$ cat config.mk
export PLATFORM = sky130hd
export DESIGN_NAME = leak_interlock_controller
export DESIGN_NICKNAME = d
export VERILOG_FILES = /design/src/hdl/lic_pkg.sv /design/src/hdl/lic_id_mem.sv /design/src/hdl/lic_table.sv /design/src/hdl/leak_interlock_controller.sv
export SDC_FILE = /design/constraint.sdc
export NUM_CORES = 2
export LEC_CHECK = 0
export ABC_AREA = 1
export BUFFER_PORTS_ARGS = -buffer_cell sky130_fd_sc_hd__buf_2
export CAP_MARGIN = 15
export CORE_ASPECT_RATIO = 0.8
export CORE_UTILIZATION = 40
export CTS_BUF_LIST = sky130_fd_sc_hd__clkbuf_8
export CTS_CLUSTER_SIZE = 8
export DETAILED_ROUTE_END_ITERATION = 10
export PLACE_DENSITY = 0.55
export SLEW_MARGIN = 40
export SYNTH_ARGS = -nofsm -noshare
export SYNTH_HDL_FRONTEND = slang
export SYNTH_HIERARCHICAL = 1
export SYNTH_SLANG_ARGS = --single-unit
$ cat constraint.sdc
create_clock -name i_clk -period 4.65 [get_ports i_clk]
set_input_delay 1.395 -clock i_clk [delete_from_list [all_inputs] [get_ports i_clk]]
set_output_delay 1.395 -clock i_clk [all_outputs]
set_load 0.02 [all_outputs]
$ cat src/hdl/lic_pkg.sv
// Shared types, codes and constants of the leak interlock controller.
package lic_pkg;

    localparam int TIME_W     = 32;
    localparam int COOL_W     = 16;
    localparam int MASK_W     = 3;
    localparam int CFG_W      = 32;
    localparam int CFG_ADDR_W = 2;
    localparam int REQ_W      = 2;
    localparam int KIND_W     = 2;
    localparam int LOCK_W     = 2;
    localparam int EVENT_W    = 3;

    localparam int TABLE_DEPTH_DEF = 16;
    localparam int ID_BITS_DEF     = 48;

    localparam logic              AUTO_EN_RST  = 1'b1;
    localparam logic [MASK_W-1:0] MASK_RST     = 3'd7;
    localparam logic [COOL_W-1:0] COOLDOWN_RST = 16'd10000;
    localparam logic [TIME_W-1:0] TIMEOUT_RST  = 32'd300000;

    typedef enum logic [REQ_W-1:0] {
        REQ_LEAK,
        REQ_TICK,
        REQ_RESET,
        REQ_RECONNECT
    } t_req;

    typedef enum logic [KIND_W-1:0] {
        SRC_BLE,
        SRC_LORA,
        SRC_FLOOD,
        SRC_UNKNOWN
    } t_kind;

    typedef enum logic [LOCK_W-1:0] {
        LOCK_NONE,
        LOCK_SET,
        LOCK_CLEAR
    } t_lock;

    typedef enum logic [EVENT_W-1:0] {
        EV_NONE,
        EV_AUTO_CLOSE,
        EV_RESET_CLEARED,
        EV_AUTO_CLEARED,
        EV_OVERRIDE
    } t_event;

    typedef enum logic [CFG_ADDR_W-1:0] {
        CFG_AUTO_EN,
        CFG_MASK,
        CFG_COOLDOWN,
        CFG_TIMEOUT
    } t_cfg_addr;

    // Command from the interlock core to the sensor table.
    typedef struct packed {
        logic go;
        logic clear;
        logic leak;
    } t_tbl_req;

    typedef enum logic [1:0] {
        ST_IDLE,
        ST_START,
        ST_WAIT,
        ST_APPLY
    } t_state;

    typedef enum logic [1:0] {
        TS_IDLE,
        TS_SCAN,
        TS_SHIFT,
        TS_DONE
    } t_tbl_state;

endpackage

$ cat src/hdl/lic_id_mem.sv
// Simple dual-port memory holding the codes of the leaking sensors.
module lic_id_mem #(
    parameter int DEPTH = lic_pkg::TABLE_DEPTH_DEF,
    parameter int WIDTH = lic_pkg::ID_BITS_DEF
) (
    input  logic                                      i_clk,
    input  logic                                      i_we,
    input  logic [((DEPTH > 1) ? $clog2(DEPTH) : 1)-1:0] i_waddr,
    input  logic [WIDTH-1:0]                          i_wdata,
    input  logic [((DEPTH > 1) ? $clog2(DEPTH) : 1)-1:0] i_raddr,
    output logic [WIDTH-1:0]                          o_rdata
);

    logic [WIDTH-1:0] r_mem [DEPTH];
    logic [WIDTH-1:0] r_rdata;

    always_ff @(posedge i_clk) begin
        if (i_we) begin
            r_mem[i_waddr] <= i_wdata;
        end
    end

    always_ff @(posedge i_clk) begin
        r_rdata <= r_mem[i_raddr];
    end

    assign o_rdata = r_rdata;

endmodule

$ cat src/hdl/lic_table.sv
// Sensor table sequencer: linear search, append and compaction over the code memory.
module lic_table #(
    parameter int TABLE_DEPTH = lic_pkg::TABLE_DEPTH_DEF,
    parameter int ID_BITS     = lic_pkg::ID_BITS_DEF
) (
    input  logic                             i_clk,
    input  logic                             i_rst_n,
    input  lic_pkg::t_tbl_req                i_req,
    input  logic [ID_BITS-1:0]               i_code,
    output logic                             o_done,
    output logic [$clog2(TABLE_DEPTH+1)-1:0] o_total
);
    import lic_pkg::*;

    localparam int IDX_W = (TABLE_DEPTH > 1) ? $clog2(TABLE_DEPTH) : 1;
    localparam int CNT_W = $clog2(TABLE_DEPTH + 1);

    t_tbl_state r_state, n_state;
    logic [IDX_W-1:0] r_idx, n_idx;
    logic [CNT_W-1:0] r_total, n_total;

    logic               mem_we;
    logic [IDX_W-1:0]   mem_waddr;
    logic [ID_BITS-1:0] mem_wdata;
    logic [IDX_W-1:0]   mem_raddr;
    logic [ID_BITS-1:0] mem_rdata;

    logic hit;
    logic more;
    logic room;

    lic_id_mem #(
        .DEPTH (TABLE_DEPTH),
        .WIDTH (ID_BITS)
    ) u_mem (
        .i_clk   (i_clk),
        .i_we    (mem_we),
        .i_waddr (mem_waddr),
        .i_wdata (mem_wdata),
        .i_raddr (mem_raddr),
        .o_rdata (mem_rdata)
    );

    // The read data always belongs to entry r_idx while scanning or shifting.
    assign hit  = (mem_rdata == i_code);
    assign more = ((CNT_W'(r_idx) + CNT_W'(1)) < r_total);
    assign room = (r_total < CNT_W'(TABLE_DEPTH));

    always_comb begin
        n_state = r_state;
        unique case (r_state)
            TS_IDLE: begin
                if (i_req.go) begin
                    n_state = (r_total == '0) ? TS_DONE : TS_SCAN;
                end
            end
            TS_SCAN: begin
                if (hit) begin
                    n_state = (!i_req.leak && more) ? TS_SHIFT : TS_DONE;
                end else if (!more) begin
                    n_state = TS_DONE;
                end
            end
            TS_SHIFT: begin
                if (!more) begin
                    n_state = TS_DONE;
                end
            end
            TS_DONE: begin
                n_state = TS_IDLE;
            end
            default: begin
                n_state = TS_IDLE;
            end
        endcase
    end

    always_comb begin
        n_idx     = r_idx;
        n_total   = r_total;
        mem_we    = 1'b0;
        mem_waddr = r_total[IDX_W-1:0];
        mem_wdata = i_code;
        mem_raddr = r_idx + IDX_W'(1);
        o_done    = 1'b0;
        unique case (r_state)
            TS_IDLE: begin
                mem_raddr = '0;
                n_idx     = '0;
                if (i_req.clear) begin
                    n_total = '0;
                end else if (i_req.go && r_total == '0 && i_req.leak) begin
                    mem_we  = 1'b1;
                    n_total = r_total + CNT_W'(1);
                end
            end
            TS_SCAN: begin
                if (hit) begin
                    if (!i_req.leak) begin
                        if (more) begin
                            n_idx = r_idx + IDX_W'(1);
                        end else begin
                            n_total = r_total - CNT_W'(1);
                        end
                    end
                end else if (more) begin
                    n_idx = r_idx + IDX_W'(1);
                end else if (i_req.leak && room) begin
                    mem_we  = 1'b1;
                    n_total = r_total + CNT_W'(1);
                end
            end
            TS_SHIFT: begin
                // Move entry r_idx down by one while the next one is fetched.
                mem_we    = 1'b1;
                mem_waddr = r_idx - IDX_W'(1);
                mem_wdata = mem_rdata;
                if (more) begin
                    n_idx = r_idx + IDX_W'(1);
                end else begin
                    n_total = r_total - CNT_W'(1);
                end
            end
            TS_DONE: begin
                o_done = 1'b1;
            end
            default: begin
                o_done = 1'b0;
            end
        endcase
    end

    always_ff @(posedge i_clk) begin
        if (!i_rst_n) begin
            r_state <= TS_IDLE;
            r_total <= '0;
            r_idx   <= '0;
        end else begin
            r_state <= n_state;
            r_total <= n_total;
            r_idx   <= n_idx;
        end
    end

    assign o_total = r_total;

endmodule

$ cat src/hdl/leak_interlock_controller.sv
// Leak interlock controller top level: request decode, latches, timers and result register.
//
//  channel   | direction | handshake                    | payload
//  s_axis    | in        | s_axis_tvalid / s_axis_tready | tuser req_type, tdata report fields
//  m_axis    | out       | m_axis_tvalid / m_axis_tready | tdata result fields
//  cfg       | in        | i_cfg_we                      | i_cfg_addr, i_cfg_wdata
//
// A tick, reset, reconnect or code-less report request goes from acceptance straight to ST_APPLY,
// where its result is loaded once the result register is free; the block then returns to idle.
// A leak report with a sensor code first passes through ST_START and ST_WAIT while the sequencer
// scans and compacts the code memory one entry per cycle, so its wait grows with the table fill.
// The result register lets the next request be accepted while a result waits; that request
// then stalls until the waiting result is taken.
// Reset is synchronous; it empties the table and restores the register defaults.
module leak_interlock_controller #(
    parameter int TABLE_DEPTH = lic_pkg::TABLE_DEPTH_DEF,
    parameter int ID_BITS     = lic_pkg::ID_BITS_DEF
) (
    input  logic                                    i_clk,
    input  logic                                    i_rst_n,
    input  logic                                    s_axis_tvalid,
    output logic                                    s_axis_tready,
    // source_kind, leak_detected, sensor_code, code_present, is_provisioned,
    // valve_closed, valve_lock_set, zero fill
    input  logic [((ID_BITS+14)/8)*8-1:0]           s_axis_tdata,
    // req_type
    input  logic [lic_pkg::REQ_W-1:0]               s_axis_tuser,
    output logic                                    m_axis_tvalid,
    input  logic                                    m_axis_tready,
    // close_cmd, lock_cmd, event_code, incident_flag, override_flag,
    // leaking_count, zero fill
    output logic [((15+$clog2(TABLE_DEPTH+1))/8)*8-1:0] m_axis_tdata,
    input  logic                                    i_cfg_we,
    input  logic [lic_pkg::CFG_ADDR_W-1:0]          i_cfg_addr,
    input  logic [lic_pkg::CFG_W-1:0]               i_cfg_wdata
);
    import lic_pkg::*;

    localparam int CNT_W = $clog2(TABLE_DEPTH + 1);

    // Configuration.
    logic              r_auto_en;
    logic [MASK_W-1:0] r_mask;
    logic [COOL_W-1:0] r_cooldown;
    logic [TIME_W-1:0] r_timeout;

    // Captured request.
    t_req               r_req;
    t_kind              r_kind;
    logic               r_leak;
    logic [ID_BITS-1:0] r_code;
    logic               r_present;
    logic               r_prov;
    logic               r_vclosed;
    logic               r_vlock;

    // Interlock state.
    logic [TIME_W-1:0] r_now;
    logic [TIME_W-1:0] r_last_close, n_last_close;
    logic [TIME_W-1:0] r_quiet_start, n_quiet_start;
    logic              r_quiet, n_quiet;
    logic              r_closed_before, n_closed_before;
    logic              r_incident, n_incident;
    logic              r_override, n_override;

    // Result register.
    logic             r_out_valid;
    logic             r_o_close, n_o_close;
    t_lock            r_o_lock, n_o_lock;
    t_event           r_o_event, n_o_event;
    logic [CNT_W-1:0] r_o_cnt, n_o_cnt;

    t_state r_state, n_state;

    t_tbl_req         tbl_req;
    logic             tbl_done;
    logic [CNT_W-1:0] tbl_total;

    logic              accept;
    logic              out_free;
    logic              out_load;
    logic [3:0]        trig_bits;
    logic [TIME_W-1:0] since_close;
    logic [TIME_W-1:0] quiet_elapsed;

    lic_table #(
        .TABLE_DEPTH (TABLE_DEPTH),
        .ID_BITS     (ID_BITS)
    ) u_table (
        .i_clk   (i_clk),
        .i_rst_n (i_rst_n),
        .i_req   (tbl_req),
        .i_code  (r_code),
        .o_done  (tbl_done),
        .o_total (tbl_total)
    );

    assign accept   = s_axis_tvalid && s_axis_tready;
    assign out_free = !r_out_valid || m_axis_tready;

    always_comb begin
        n_state = r_state;
        unique case (r_state)
            ST_IDLE: begin
                if (accept) begin
                    if (t_req'(s_axis_tuser) == REQ_LEAK && s_axis_tdata[ID_BITS+3]) begin
                        n_state = ST_START;
                    end else begin
                        n_state = ST_APPLY;
                    end
                end
            end
            ST_START: begin
                n_state = ST_WAIT;
            end
            ST_WAIT: begin
                if (tbl_done) begin
                    n_state = ST_APPLY;
                end
            end
            ST_APPLY: begin
                if (out_free) begin
                    n_state = ST_IDLE;
                end
            end
            default: begin
                n_state = ST_IDLE;
            end
        endcase
    end

    always_comb begin
        s_axis_tready = (r_state == ST_IDLE);
        out_load      = (r_state == ST_APPLY) && out_free;
        tbl_req.go    = (r_state == ST_START);
        tbl_req.clear = out_load && (r_req == REQ_RESET);
        tbl_req.leak  = r_leak;
    end

    assign trig_bits     = {1'b0, r_mask};
    assign since_close   = r_now - r_last_close;
    assign quiet_elapsed = r_now - r_quiet_start;

    // Effects of one request; a coded leak report's table update is done when this is used.
    always_comb begin
        n_last_close    = r_last_close;
        n_quiet_start   = r_quiet_start;
        n_quiet         = r_quiet;
        n_closed_before = r_closed_before;
        n_incident      = r_incident;
        n_override      = r_override;
        n_o_close       = 1'b0;
        n_o_lock        = LOCK_NONE;
        n_o_event       = EV_NONE;
        n_o_cnt         = tbl_total;
        case (r_req)
            REQ_LEAK: begin
                if (r_present) begin
                    if (r_leak) begin
                        n_quiet = 1'b0;
                    end else if (tbl_total == '0) begin
                        n_override = 1'b0;
                        if (r_incident && !r_quiet) begin
                            n_quiet       = 1'b1;
                            n_quiet_start = r_now;
                        end
                    end
                end
                if (r_leak && r_prov && r_auto_en && trig_bits[r_kind] && !n_override) begin
                    n_incident = 1'b1;
                    if (!(r_vclosed && r_vlock) &&
                        !(r_closed_before && since_close < TIME_W'(r_cooldown))) begin
                        n_closed_before = 1'b1;
                        n_last_close    = r_now;
                        n_o_close       = 1'b1;
                        n_o_lock        = LOCK_SET;
                        n_o_event       = EV_AUTO_CLOSE;
                    end
                end
            end
            REQ_TICK: begin
                // r_now already holds the advanced time here.
                if (r_incident) begin
                    if (r_quiet && quiet_elapsed >= r_timeout) begin
                        n_incident      = 1'b0;
                        n_closed_before = 1'b0;
                        n_quiet         = 1'b0;
                        n_o_lock        = LOCK_CLEAR;
                        n_o_event       = EV_AUTO_CLEARED;
                    end else if (!r_vlock) begin
                        n_incident      = 1'b0;
                        n_closed_before = 1'b0;
                        n_quiet         = 1'b0;
                        n_override      = 1'b1;
                        n_o_event       = EV_OVERRIDE;
                    end
                end
            end
            REQ_RESET: begin
                n_incident      = 1'b0;
                n_closed_before = 1'b0;
                n_override      = 1'b0;
                n_quiet         = 1'b0;
                n_o_cnt         = '0;
                if (r_incident || r_vlock) begin
                    n_o_lock  = LOCK_CLEAR;
                    n_o_event = EV_RESET_CLEARED;
                end
            end
            default: begin
                if (r_incident && !r_vlock) begin
                    n_o_lock = LOCK_SET;
                end else if (!r_incident && r_vlock) begin
                    n_incident = 1'b1;
                end
            end
        endcase
    end

    always_ff @(posedge i_clk) begin
        if (!i_rst_n) begin
            r_auto_en  <= AUTO_EN_RST;
            r_mask     <= MASK_RST;
            r_cooldown <= COOLDOWN_RST;
            r_timeout  <= TIMEOUT_RST;
        end else if (i_cfg_we) begin
            unique case (t_cfg_addr'(i_cfg_addr))
                CFG_AUTO_EN:  r_auto_en  <= i_cfg_wdata[0];
                CFG_MASK:     r_mask     <= i_cfg_wdata[MASK_W-1:0];
                CFG_COOLDOWN: r_cooldown <= i_cfg_wdata[COOL_W-1:0];
                CFG_TIMEOUT:  r_timeout  <= i_cfg_wdata[TIME_W-1:0];
                default:      r_auto_en  <= r_auto_en;
            endcase
        end
    end

    always_ff @(posedge i_clk) begin
        if (accept) begin
            r_req     <= t_req'(s_axis_tuser);
            r_kind    <= t_kind'(s_axis_tdata[1:0]);
            r_leak    <= s_axis_tdata[2];
            r_code    <= s_axis_tdata[ID_BITS+2:3];
            r_present <= s_axis_tdata[ID_BITS+3];
            r_prov    <= s_axis_tdata[ID_BITS+4];
            r_vclosed <= s_axis_tdata[ID_BITS+5];
            r_vlock   <= s_axis_tdata[ID_BITS+6];
        end
        if (out_load) begin
            r_o_close <= n_o_close;
            r_o_lock  <= n_o_lock;
            r_o_event <= n_o_event;
            r_o_cnt   <= n_o_cnt;
        end
    end

    always_ff @(posedge i_clk) begin
        if (!i_rst_n) begin
            r_state         <= ST_IDLE;
            r_now           <= '0;
            r_last_close    <= '0;
            r_quiet_start   <= '0;
            r_quiet         <= 1'b0;
            r_closed_before <= 1'b0;
            r_incident      <= 1'b0;
            r_override      <= 1'b0;
            r_out_valid     <= 1'b0;
        end else begin
            r_state <= n_state;
            // Time advances as soon as a tick request is taken in.
            if (accept && t_req'(s_axis_tuser) == REQ_TICK) begin
                r_now <= r_now + TIME_W'(1);
            end
            if (out_load) begin
                r_last_close    <= n_last_close;
                r_quiet_start   <= n_quiet_start;
                r_quiet         <= n_quiet;
                r_closed_before <= n_closed_before;
                r_incident      <= n_incident;
                r_override      <= n_override;
                r_out_valid     <= 1'b1;
            end else if (m_axis_tready) begin
                r_out_valid <= 1'b0;
            end
        end
    end

    assign m_axis_tvalid = r_out_valid;

    always_comb begin
        m_axis_tdata             = '0;
        m_axis_tdata[0]          = r_o_close;
        m_axis_tdata[2:1]        = r_o_lock;
        m_axis_tdata[5:3]        = r_o_event;
        m_axis_tdata[6]          = r_incident;
        m_axis_tdata[7]          = r_override;
        m_axis_tdata[8 +: CNT_W] = r_o_cnt;
    end

endmodule

Word-level counts from Yosys, hierarchy flattened --
Memories as Yosys holds them, arrays and structs flattened. A register that Yosys moved wholly into a read port is not among the register bits. Cells that the tools add are included. Widths: inputs -> output; s select.
Cells by class: equal/unequal tests 31, reductions and logical operators 54, magnitude comparators 5, bitwise operators 1, multiplexer cells 80, $add $sub $neg 8
Operators with widths (count):
- $sub 32x32->32 | 2
- $eq 48x48->1 | 1
- $mux 48 | 1
- $mux 1 | 40
- $mux 5 | 7
- $add 32x1->32 const B | 1
- $ge 32x32->1 | 1
- $lt 32x16->1 | 1
- $mux 2 | 12
- $logic_and 1x1->1 | 20
- $mux 4 | 5
- $ne 2x2->1 const B | 8
- $pmux 2 s4 | 2
- $pmux 1 s3 | 5
- $pmux 5 s3 | 1
- $eq 2x2->1 const B | 7
- $ne 3x3->1 const B | 4
- $pmux 4 s3 | 1
- $reduce_and 2->1 | 6
- $reduce_and 6->1 | 2
- $eq 2x1->1 const B | 5
- $logic_not 2->1 | 5
- $reduce_and 5->1 | 2
- $mux 3 | 3
- other kinds (25) | 37
Word-level totals: output and inout port bits 18, RAM bits 768, logic and storage cells 208, bits in registers 234, memories kept 1
Memory list:
- u_table.u_mem.r_mem | depth 16, bits a word 48, read ports 1, clocked after Yosys merged registers in 1, wr ports 1, RTL line lic_id_mem.sv:14 | logic [WIDTH-1:0] r_mem [DEPTH];

Longest topological paths before layout --
depth in word-level cells 9, mapped depth 32

Hierarchy --
The synthesis kept the hierarchy.
Modules (own cells, without submodules):
- lic_id_mem | instances 1, cells each 3165, area each 33988.8 um2
- leak_interlock_controller | instances 1, cells each 1943, area each 13879.6 um2
- lic_table | instances 1, cells each 540, area each 2690.1 um2

Worst setup path after synthesis --
No wires, ideal clock.
path kind input to register, from in m_axis_tready, to mem u_table/u_mem/r_mem[12][0] (netlist name) (enable), library setup time 454 ps, path buffers 0, setup slack -88 ps, stages 9, data required time 4196 ps, arrival 4284 ps, path through inv_1 -> nand2_1 -> nand2_1 -> nor2_1 -> nor2_1 -> nand3_1 -> a21oi_1 -> nand3_1 -> nor2_1
RTL lines:
- start: declaration | RTL line leak_interlock_controller.sv:29 | input logic m_axis_tready,
- end: declaration | RTL line lic_id_mem.sv:14

Worst setup path in the final report --
from reg r_quiet_start[2], to reg r_closed_before
Between the ends: longest elaborated chain between the ends 6, elaborated cells on any way between the ends 8, classes of those cells add/sub (1); order compare (1); eq/ne (1); mux (3); reduce/logical (2)
Ends and longest elaborated chain:
- start: declaration | RTL line leak_interlock_controller.sv:60 | logic [TIME_W-1:0] r_quiet_start, n_quiet_start;
- start signal: assignment | RTL line leak_interlock_controller.sv:275 | r_quiet_start <= n_quiet_start;
- $sub 32x32->32 (*) | RTL line leak_interlock_controller.sv:142 | assign quiet_elapsed = r_now - r_quiet_start;
- $ge 32x32->1 (*) | RTL line leak_interlock_controller.sv:184 | if (r_quiet && quiet_elapsed >= r_timeout) begin
- $logic_and 1x1->1 (*) | RTL line leak_interlock_controller.sv:184
- $mux 1 | RTL line leak_interlock_controller.sv:184
- $mux 1 | RTL line leak_interlock_controller.sv:183 | if (r_incident) begin
- $pmux 1 s3 | RTL line leak_interlock_controller.sv:156 | case (r_req)
- end signal: assignment | RTL line leak_interlock_controller.sv:277 | r_closed_before <= n_closed_before;
- end: declaration | RTL line leak_interlock_controller.sv:62 | logic r_closed_before, n_closed_before;
Every way passes the cells marked *; elsewhere a longest branch is shown, timed or not. The select of a mux whose other input is x is not followed. A chain may end at the register's enable or synchronous reset.

==> flow_summary.json <==
{
  "fp.dieW_um": 399,
  "criticalPathCategory": "register to register",
  "via_count": 36900,
  "htreeDepth": 4,
  "io_buffers": 110,
  "clk_pin_slew_ns": 0.06,
  "cp.required_ns": 5.42,
  "worstReg2RegEnd": "r_closed_before",
  "first_global_vias": 33800,
  "hpwl_um": 74800,
  "cts_tree": "built",
  "place_congestion": 0.875,
  "hold_path.startpoint": "r_timeout[3]",
  "multi_input_area_um2": 16200,
  "setup_violations": 0,
  "cap_violations": 0,
  "slew_headroom_pct": 37.7,
  "synth.ff_latch_count": 1049,
  "worst_slew_pin_slew_ns": 0.922,
  "power.density_nw_per_um2": 525,
  "track_usage_pct": 20.8,
  "critPathArrivalTime_ns": 5.17,
  "status": "complete, no violations",
  "start_kind": "register",
  "nFillCells": 12100,
  "clock_path_buffers": 3,
  "swShare_pct": 36.4,
  "num_rows": 116,
  "hold_depth": 2,
  "root_buffer": "clkbuf_8",
  "final_nets": 6073,
  "vias_per_cell": 4.83,
  "grt-ovfl-total": 0,
  "cts_setup_buffers": 0,
  "r2r_slack_ns": 0.25,
  "synth_flop_cell": "edfxtp_1",
  "synth_async_sr_flop_share_pct": 0,
  "cts_buffers": 177,
  "dp_slack_ns": 0.0302,
  "clk_latency_ns": 0.89,
  "drt_iter0_drc": 2946,
  "post_drt_wl_per_cell_um": 17.4,
  "switching_power_uw": 10900,
  "finalHoldViolations": 0,
  "critPathMaxStageDelay_ns": 0.32,
  "critPathTopFamily": "simple AND/OR/NAND/NOR gates",
  "routed_wl_um": 133000,
  "drive_above_1_share_pct": 9.09,
  "synth_warnings": 6,
  "r2r_cells": 28,
  "ys_seq_area_share_pct": 58.1,
  "cellLeakagePower_uw": 0.0258,
  "dr.pass1.iters": 6,
  "synth_cells": 5648,
  "p_clk_share_pct": 27.0,
  "crit_top_cell": "nand2_1",
  "synth_edf_count": 835,
  "drc": 0,
  "ios": 115,
  "core_area_um2": 125000,
  "die_h_um": 320,
  "min_to": "r_timeout[3]",
  "p_comb_share_pct": 30.8,
  "slew_viol_final": 0,
  "start_util_pct": 40.4,
  "clock-sinks": 1049,
  "synthesis.area_um2": 50600,
  "cp_num_buf_inv": 4,
  "hp-class": "register to register",
  "seqPwrFrac_pct": 42.3,
  "skew_ns": 0.0357,
  "grt_antenna_before_repair": 2,
  "seqCellArea_um2": 29400,
  "syn_area_per_cell_um2": 8.95,
  "ant_nets": 0,
  "endpoint_kind": "register",
  "fin_crit_sh_pct": 94.7,
  "period_needed_ns": 4.40,
  "max-vdd-ir-drop_v": 0.000513,
  "synth.distinct_cells": 58,
  "r2r-start": "r_quiet_start[2]",
  "p_int_uw": 19000,
  "final_core_util_pct": 45.5,
  "die_area_um2": 128000,
  "setup_ws_ns": 0.246,
  "path_max_fanout": 4,
  "area_delta_synth_final_pct": 12.7,
  "critPathSlowestCell": "dfxtp_1",
  "fmax_ghz": 0.227,
  "grt_pass1_wl_um": 203000,
  "grt_max_degree": 120
}
## flip-flops by register name, summed over array words and instances (netlist names), 2 cells and up
register / flops
u_table/o_total: 5
r_now: 32
r_o_event: 3
r_state: 2
u_table/u_mem/r_mem: 768
r_quiet_start: 32
r_mask: 3
r_last_close: 32
u_table/r_state: 2
u_table/u_mem/o_rdata: 48
r_req: 2
r_o_cnt: 5
r_cooldown: 16
r_timeout: 32
r_kind: 2
r_code: 48
u_table/r_idx: 4
## cell families after synthesis
group,Yosys count,share of synthesized area (%)
DFF,1049,58.1
and+or+nand+nor,2752,22.8
xor gates and xnor gates,79,1.37
adders and majority gates,133,3.32
other,1,0.00742
AOI/OAI and AO/OA,378,4.16
buffers and inverters,1256,10.3
## synthesized netlist by cell type (3+ instances only)
cell / n / area share (%)
nor3_2: 4 / 0.079
buf_1: 12 / 0.089
nand4_4: 3 / 0.13
o21ai_1: 8 / 0.079
a211oi_1: 32 / 0.48
o21bai_1: 5 / 0.074
inv_1: 1019 / 7.6
nor4_1: 12 / 0.15
xnor2_1: 29 / 0.50
a21oi_1: 161 / 1.6
nand4_1: 22 / 0.27
a21boi_0: 4 / 0.059
nor2_1: 286 / 2.1
nor3_1: 33 / 0.33
buf_6: 41 / 0.91
inv_2: 11 / 0.082
buf_2: 81 / 0.80
buf_4: 20 / 0.30
o21a_1: 3 / 0.045
nand3b_1: 4 / 0.059
nand2_1: 1706 / 13
nand2_2: 4 / 0.049
clkbuf_1: 68 / 0.50
ha_1: 131 / 3.2
o211ai_1: 10 / 0.15
o21ai_0: 124 / 1.2
nor2_2: 8 / 0.099
nand3_1: 657 / 6.5
edfxtp_1: 835 / 50
xor2_1: 50 / 0.87
dfxtp_1: 214 / 8.5
a21o_1: 5 / 0.074
a31oi_1: 14 / 0.17
## through the flow
stage / cells / power, uW / hold slack, ns / TNS (ns) / instance area (um^2)
6_report: 7647 / 29900 / 0.460 / 0 / 57000
5_1_grt: 7647 / 31900 / 0.491 / -0.0314 / 57000
4_1_cts: 7645 / 30300 / 0.464 / 0 / 56900
3_5_place_dp: 7315 / 22100 / 0.448 / 0 / 53500
3_3_place_gp: 7313 / 21900 / 0.443 / 0 / 53400
2_1_floorplan: 5650 / 19400 / 0.429 / -55.02 / 50600
## worst max-delay path by stage
stage                      from                         end  slack (ns)  cells past startpoint
3_5_place_dp           r_now[0]             r_closed_before        0.03                     31
5_1_grt                r_now[0]             r_closed_before       -0.03                     31
4_1_cts                r_now[0]             r_closed_before       0.006                     31
6_report       r_quiet_start[2]             r_closed_before        0.25                     28
2_1_floorplan     m_axis_tready  u_table/u_mem/r_mem[12][0]       -0.09                      9
3_3_place_gp           r_now[0]             r_closed_before        0.03                     31
## routing by layer
layer  up-vias  GRT usage [%]  wire [um]  share of wire [%]
li1      18500              -          -                  -
met1     17300           31.0      65000                 49
met5         -              0          0                  0
met2       962           31.1      57600                 43
met3       201           3.46       7780                5.9
met4         0           5.67       2580                1.9
## what timing repair did
action                                  CTS  global route
hold buffers                              0             0
endpoints found under the setup margin    0             7
gates resized for setup                   0            12
## cell usage in the layout (no fill, tap or decap), types with 5 or more instances in the layout
| master | count |
|---|---|
| o21ai_1 | 8 |
| buf_2 | 109 |
| o21ai_0 | 122 |
| nand2_1 | 1706 |
| clkinvlp_4 | 5 |
| clkinv_2 | 16 |
| buf_12 | 34 |
| a211oi_1 | 32 |
| ha_1 | 130 |
| xor2_1 | 50 |
| xnor2_1 | 29 |
| edfxtp_1 | 835 |
| a21oi_1 | 158 |
| inv_2 | 9 |
| a31oi_1 | 14 |
| o21bai_1 | 5 |
| nand3_1 | 656 |
| o211ai_1 | 10 |
| clkinv_1 | 25 |
| nor4_1 | 11 |
| nor2_4 | 21 |
| nor2_2 | 8 |
| clkbuf_8 | 201 |
| nor3_1 | 33 |
| nand4_1 | 22 |
| nor2_1 | 266 |
| buf_4 | 89 |
| inv_1 | 1090 |
| dfxtp_1 | 214 |
| a21o_1 | 5 |
## power groups by stage
stage | Combinational (uW) | Sequential (uW) | Clock, uW
floorplan | 6630 | 12800 | 0
global placement | 9070 | 12800 | 0
detailed placement | 9260 | 12800 | 0
CTS | 9300 | 12600 | 8320
global route | 10400 | 12700 | 8730
finish | 9200 | 12600 | 8070
## layout make-up
class                           count  share of cell area [%]
Timing Repair Buffer              237                    3.48
Clock inverter                    129                    1.24
Tap cell                         1652                    3.63
Sequential cell                  1049                    51.5
Clock buffer                      201                    4.85
Antenna cell                        1                 0.00439
Inverter                         1033                    6.85
Multi-Input combinational cell   3345                    28.4
## tightest hold or removal path: cells and delay by family (launching register included)
kind / cells / cell delay [ns]
buffers and inverters: 1 / 0.06
flip-flops: 1 / 0.30
AO/OA/AOI/OAI: 1 / 0.06
Note: power is estimated with default switching activity, not from simulation.
